<file path="src/rtl/tbr_refill.sv">
// Lazy bucket refill: elapsed-time product registered on load, add and clamp combinational from the registered values.
module tbr_refill #(
  parameter int TICK_SHIFT = 10
) (
  input  logic                   clk,
  input  logic                   load,
  input  logic [31:0]            now,
  input  logic [31:0]            stamp,
  input  logic [31:0]            rate,
  input  logic [32+TICK_SHIFT-1:0] tokens,
  output logic [32+TICK_SHIFT-1:0] fill
);
  localparam int TOK_W = 32 + TICK_SHIFT;
  localparam int EL_W  = (TICK_SHIFT > 0) ? TICK_SHIFT : 1;
  localparam int PR_W  = EL_W + 32;
  localparam int SUM_W = TOK_W + 2;

  logic [31:0]       elapsed;
  logic              full_q;
  logic [PR_W-1:0]   prod_q;
  logic [TOK_W-1:0]  tokens_q;
  logic [31:0]       rate_q;
  logic [TOK_W-1:0]  cap;
  logic [SUM_W-1:0]  sum;

  assign elapsed = now - stamp;

  always_ff @(posedge clk) begin
    if (load) begin
      full_q   <= (elapsed >= (32'd1 << TICK_SHIFT));
      prod_q   <= PR_W'(elapsed[EL_W-1:0]) * PR_W'(rate);
      tokens_q <= tokens;
      rate_q   <= rate;
    end
  end

  assign cap = TOK_W'(rate_q) << TICK_SHIFT;
  assign sum = SUM_W'(tokens_q) + SUM_W'(prod_q);

  always_comb begin
    if (full_q || (sum > SUM_W'(cap))) begin
      fill = cap;
    end else begin
      fill = sum[TOK_W-1:0];
    end
  end

endmodule

</file>
<file path="config.mk">
export PLATFORM = sky130hd
export DESIGN_NAME = tbr_refill
export DESIGN_NICKNAME = d
export VERILOG_FILES = /design/src/rtl/tbr_refill.sv
export SDC_FILE = /design/constraint.sdc
export NUM_CORES = 1
export LEC_CHECK = 0
export ABC_CLOCK_PERIOD_IN_PS = 11200
export BUFFER_PORTS_ARGS = -buffer_cell sky130_fd_sc_hd__buf_2
export CAP_MARGIN = 10
export CORE_UTILIZATION = 53
export CTS_CLUSTER_SIZE = 20
export DETAILED_ROUTE_END_ITERATION = 7
export GPL_ROUTABILITY_DRIVEN = 0
export PLACE_DENSITY = 0.79
export SLEW_MARGIN = 40
export SYNTH_ARGS = -nofsm -noshare
export SYNTH_HDL_FRONTEND = slang
export SYNTH_SLANG_ARGS = --single-unit
</file>
<file path="constraint.sdc">
create_clock -name clk -period 11.2 [get_ports clk]
set_input_delay 0.56 -clock clk [delete_from_list [all_inputs] [get_ports clk]]
set_output_delay 0.56 -clock clk [all_outputs]
set_load 0.02 [all_outputs]
</file>
==> results by group, run 1 <==
Status
  • Status: finished clean

Critical path
  • Critical path depth in cells: 28
  • CP arrival: between 8000 and 9000 ps
  • Crit path buffers/inverters: 6
  • Largest stage delay on the critical path: around 560 ps
  • CP startpoint kind: input port
  • Crit path top cell by count: fa_1
  • Nature of the critical path endpoint: register
  • CP Max Fanout: 32
  • Critical-path top delay cell: fa_1
  • Worst setup path class: input port to register
  • Family with the most delay on the worst path: adder cells
  • WP data required: about 11000 ps

Clocking
  • CTS Buf Count: 17
  • Bufs on Longest Clock Path: 2
  • CTS tree: yes
  • Clock sink count: between 100 and 150
  • Post-cts hold buffer count: 0
  • CTS H-tree depth: 4
  • Clock transition at path regs: 60 ps
  • Root buf cell: clkbuf_16
  • Setup bufs post-CTS: 0
  • CTS resizes: 0

Final layout
  • Commonest non-fill, non-tap cell in the layout: inv_1
  • P&R area growth vs syn: 10.4%
  • Fill cell count: approximately 2900
  • Layout Nets: around 2800
  • Commonest non-fill, non-tap cells in the layout: 360 x inv_1, 240 x fa_1, 186 x nand2_1, 181 x ha_1, 180 x buf_2
  • Fraction of layout instances using a drive strength above 1: ~12%

Hold path
  • Hold crit path type: input port to register
  • Worst Hold Path Cells: 1

Route
  • DR iter-0 viols: around 970
  • Post-route DRC: 0
  • Wl on met1: 20.2 mm
  • Routed Antenna Nets: 0
  • Vias per cell: roughly 5.7
  • Routed WL: 46.6 mm
  • Top sig layer: met5
  • Wire per inst: approximately 17 um
  • Met3 wire length: about 3.5 mm
  • Routed vias: approximately 15000
  • Pre-Repair DR Iteration Count: 7
  • Met2 Routed Length: around 22 mm

Floorplanning
  • Die Y: between 150 and 200 um
  • Io pins: 182
  • Die W: around 190 um
  • FP Rows: around 70
  • Die area: 36400 um2
  • Core region area: roughly 35000 um2
  • Initial Utilization: between 50% and 60%

Synth
  • Synth Cell Area: 18900 um2
  • EDFF count, synth: between 100 and 150
  • Post-Synthesis Cells: approximately 2100
  • Ys Warns: 0
  • Yosys reg bits: 117
  • Asr flop ratio synth: 0%
  • Sequential element share of the synthesized area: between 10% and 20%
  • Syn avg cell area: approximately 9 um2
  • Synth Flop Type: edfxtp_1
  • Syn Nets: approximately 2600
  • Netlist cell types: between 60 and 70

Place
  • IO Port Bufs: approximately 180
  • DP Wirelength: 36.4 mm

Global routing
  • Initial antenna violation count: 5
  • First-pass GRT wire length: about 76 mm
  • Gr ovfl total: 0
  • Largest net degree at the start of global routing: 76
  • Vias in the first global route: approximately 16000
  • Gr usage total: 26.3%

Flow run
  • Max-cap violations: 0

Timing
  • Final Max Slew Viols: 0
  • Final setup viols: 0
  • Fin crit period: 8460 ps
  • Post-route setup TNS: 0 ps
  • Worst-margin pin slew: around 850 ps
  • Fmax: approximately 120 MHz
  • Slew headroom: a little over two fifths
  • Fin. Hold Viols: 0
  • Final Cycle Share: 75.6%
  • RSZ-0062 raised after global routing: false
[cell usage after synthesis (all sizes together) (6+ instances only)]
library cell  instances  area (um2)
nor3b                 9        67.6
a21o                 51         384
or3                   6        37.5
nor3                 29         145
nor4                  8        56.3
edfxtp              117        3510
xnor2                46         403
nand3                36         180
and3                 10        65.1
nor2                 77         289
a221oi                6        52.6
o211ai               16         120
mux2i                 6        60.1
and2                164        1030
o21bai               15         113
clkbuf               60         225
nor2b                19         119
nand2b               41         257
o21ai                56         280
o31a                  6        52.6
a31oi                15        93.8
inv                 360        1350
ha                  182        2280
xor2                 35         307
nand4                23         144
nand2               186         698
o21a                 20         150
a21oi               100         500
fa                  240        4800
mux2                 31         349
buf                   7        30.0
a211oi               12        90.1
[layer usage]
metal,track usage [%],vias up
met5,0,-
met3,4.09,88
li1,-,7125
met2,44.3,642
met1,35.0,7396
met4,7.63,8
[area by class of cell]
cell class / count / area [um2] / share of cell area (%)
inverters: 360 / 1350 / 6.48
clock inverters: 12 / 131 / 0.630
diodes: 1 / 2.50 / 0.0120
clock buffers: 19 / 433 / 2.08
flip-flops and latches: 117 / 3510 / 16.8
multi-input cells: 1519 / 13900 / 66.5
repair buffers: 191 / 995 / 4.77
well taps: 455 / 569 / 2.73
[worst paths after layout]
| path | end | slack (ps) | from |
|---|---|---|---|
| setup / recovery | prod_q[41] | 2740 | now[0] |
| hold / removal | tokens_q[7] | 310 | tokens[7] |
[registers in the layout (all words and copies together) (netlist names)]
name,count
prod_q,42
tokens_q,42
rate_q,32
full_q,1
[metrics by stage]
step                      util, %  instance area, um2  std cells  setup WS [ps]  hold WS (ps)
after floorplan                 -               18900       2063           3570           659
after global placement       58.2               20300       2641           2640           737
after detailed placement     58.2               20300       2641           2350           738
after CTS                    59.9               20800       2672           2770           298
after global routing         59.9               20900       2674           2320           298
final                        59.9               20900       2674           2740           310
[logic make-up after synthesis]
logic type,after synthesis,synth area share (%)
XOR/XNOR,81,3.76
flip-flops,117,18.6
adder cells (fa/ha/maj),422,37.5
multiplexers,37,2.17
AO/OA/AOI/OAI,354,12.4
buffers and inverters,427,8.51
AND/OR/NAND/NOR,625,17.1
Power of run 1 is not shown: default switching activity piles up to over one toggle a cycle in this logic, so the estimate is an artifact.
==> run 2, diff against run 1 <==
ABC_CLOCK_PERIOD_IN_PS = 7900   (was 11200)
clock period = 7.9 ns   (was 11.2 ns; I/O delays follow)
==> run 2 against run 1 <==
  * Die area stayed put
  * Design area is 1.1% higher
  * Cell count is 0.64% higher
  * Global-route usage is 0.093 points lower
  * Worst hold slack worse by 170 ps
  * Sequential share of layout area is 0.18 points lower
  * Routed wire length is 0.76% higher
  * First-iteration DRC count is 5.1% lower
  * Clock-buffer cell count stayed put
  * Via count is 0.73% higher
  * Worst setup slack worse by 2400 ps
==> results by group, run 2 (synthesized netlist as in run 1, its figures left out) <==
Clocking
  • Root buf cell: clkbuf_16
  • CTS Buf Count: 17
  • Post-cts hold buffer count: 0
  • Setup bufs post-CTS: 0
  • CTS H-tree depth: 4
  • Bufs on Longest Clock Path: 2
  • Clock transition at path regs: about 60 ps
  • Clock sink count: 117
  • CTS resizes: 0
  • CTS tree: yes

Place
  • DP Wirelength: 37.2 mm
  • Setup WS pre-CTS: -185 ps
  • IO Port Bufs: between 150 and 200

Final layout
  • Commonest non-fill, non-tap cells in the layout: 360 x inv_1, 240 x fa_1, 186 x nand2_1, 181 x ha_1, 180 x buf_2
  • P&R area growth vs syn: 11.6%
  • Commonest non-fill, non-tap cell in the layout: inv_1
  • Fraction of layout instances using a drive strength above 1: about an eighth
  • Top Registers: prod_q x42, tokens_q x42, rate_q x32
  • Layout Nets: roughly 2800

Timing
  • Slew headroom: between 40% and 50%
  • Post-route setup TNS: 0 ps
  • Fmax: approximately 130 MHz
  • Final Cycle Share: slightly below 100%
  • Final Max Slew Viols: 0
  • Worst-margin pin slew: around 750 ps
  • Fin crit period: 7600 ps
  • Final setup viols: 0
  • Fin. Hold Viols: 0
  • Setup ws final: 305 ps

Critical path
  • CP startpoint kind: input port
  • WP data required: between 8000 and 9000 ps
  • CP Max Fanout: 6
  • Critical-path top delay cell: fa_1
  • Largest stage delay on the critical path: ~540 ps
  • Nature of the critical path endpoint: register
  • CP arrival: around 7800 ps
  • Worst setup path class: input port to register
  • Crit path top cell by count: fa_1

Global routing
  • GR Layer Usage met3: 4.55%
  • Met2 Usage GRT: around 43%
  • Vias in the first global route: around 15000
  • First-pass GRT wire length: 75.7 mm
  • Largest net degree at the start of global routing: 83
  • Gr usage total: between 20% and 30%
  • Busiest grt layer: met2
  • Initial antenna violation count: 6
  • Gr ovfl total: 0
  • Met1 Resource Use GR: 35.3%

Flow run
  • Max-cap violations: 0

Route
  • Wire per inst: about 17 um
  • Routed WL: 46.9 mm
  • Post-route DRC: 0
  • Routed Antenna Nets: 0
  • Vias per cell: between 5 and 6
  • Routed vias: approximately 15000
  • Pre-Repair DR Iteration Count: 6
  • DR iter-0 viols: between 900 and 1000

Floorplanning
  • Io pins: 182
  • Die area: 36400 um2
  • Die W: between 150 and 200 um
  • Die Y: ~190 um
  • Core region area: about 35000 um2
  • Initial Utilization: 54.3%
  • FP Rows: between 60 and 70

Status
  • Status: finished clean

Hold path
  • Hold crit path type: input port to register
==> run 2: per-layer routing <==
metal  part of all wire (%)  wire, um
met5                  0.096        45
met4                    2.2      1040
met3                    8.7      4080
met2                     46     21700
met1                     43     20000
==> run 2: worst paths after layout <==
check	startpoint	to	slack, ps	depth (start not counted)
max	now[0]	prod_q[41]	300	27
min	tokens[19]	tokens_q[19]	140	1
==> run 2: worst max-delay path: cells and delay by family <==
kind	cells	cell delay (ps)
xor+xnor	2	390
fa+ha+maj	8	3510
simple gates	2	280
buf+inv	5	280
compound gates	10	2900
==> run 2: per-stage QoR <==
| stage | cells | utilization [%] | cell area, um2 | hold slack [ps] |
|---|---|---|---|---|
| 3_3_place_gp | 2657 | 58.6 | 20400 | 572 |
| 6_report | 2691 | 60.6 | 21100 | 141 |
| 5_1_grt | 2690 | 60.5 | 21100 | 126 |
| 2_1_floorplan | 2063 | - | 18900 | 494 |
| 3_5_place_dp | 2657 | 58.6 | 20400 | 573 |
| 4_1_cts | 2689 | 60.4 | 21000 | 128 |
==> run 2: cell type report <==
cell class | count | area, um2
flip-flops and latches | 117 | 3510
well taps | 455 | 569
clock buffers | 19 | 433
repair buffers | 206 | 1120
multi-input cells | 1519 | 13900
clock inverters | 13 | 205
diodes | 2 | 5.00
inverters | 360 | 1350
fillers | 2845 | 13700
Power of run 2 is left out for the same reason.
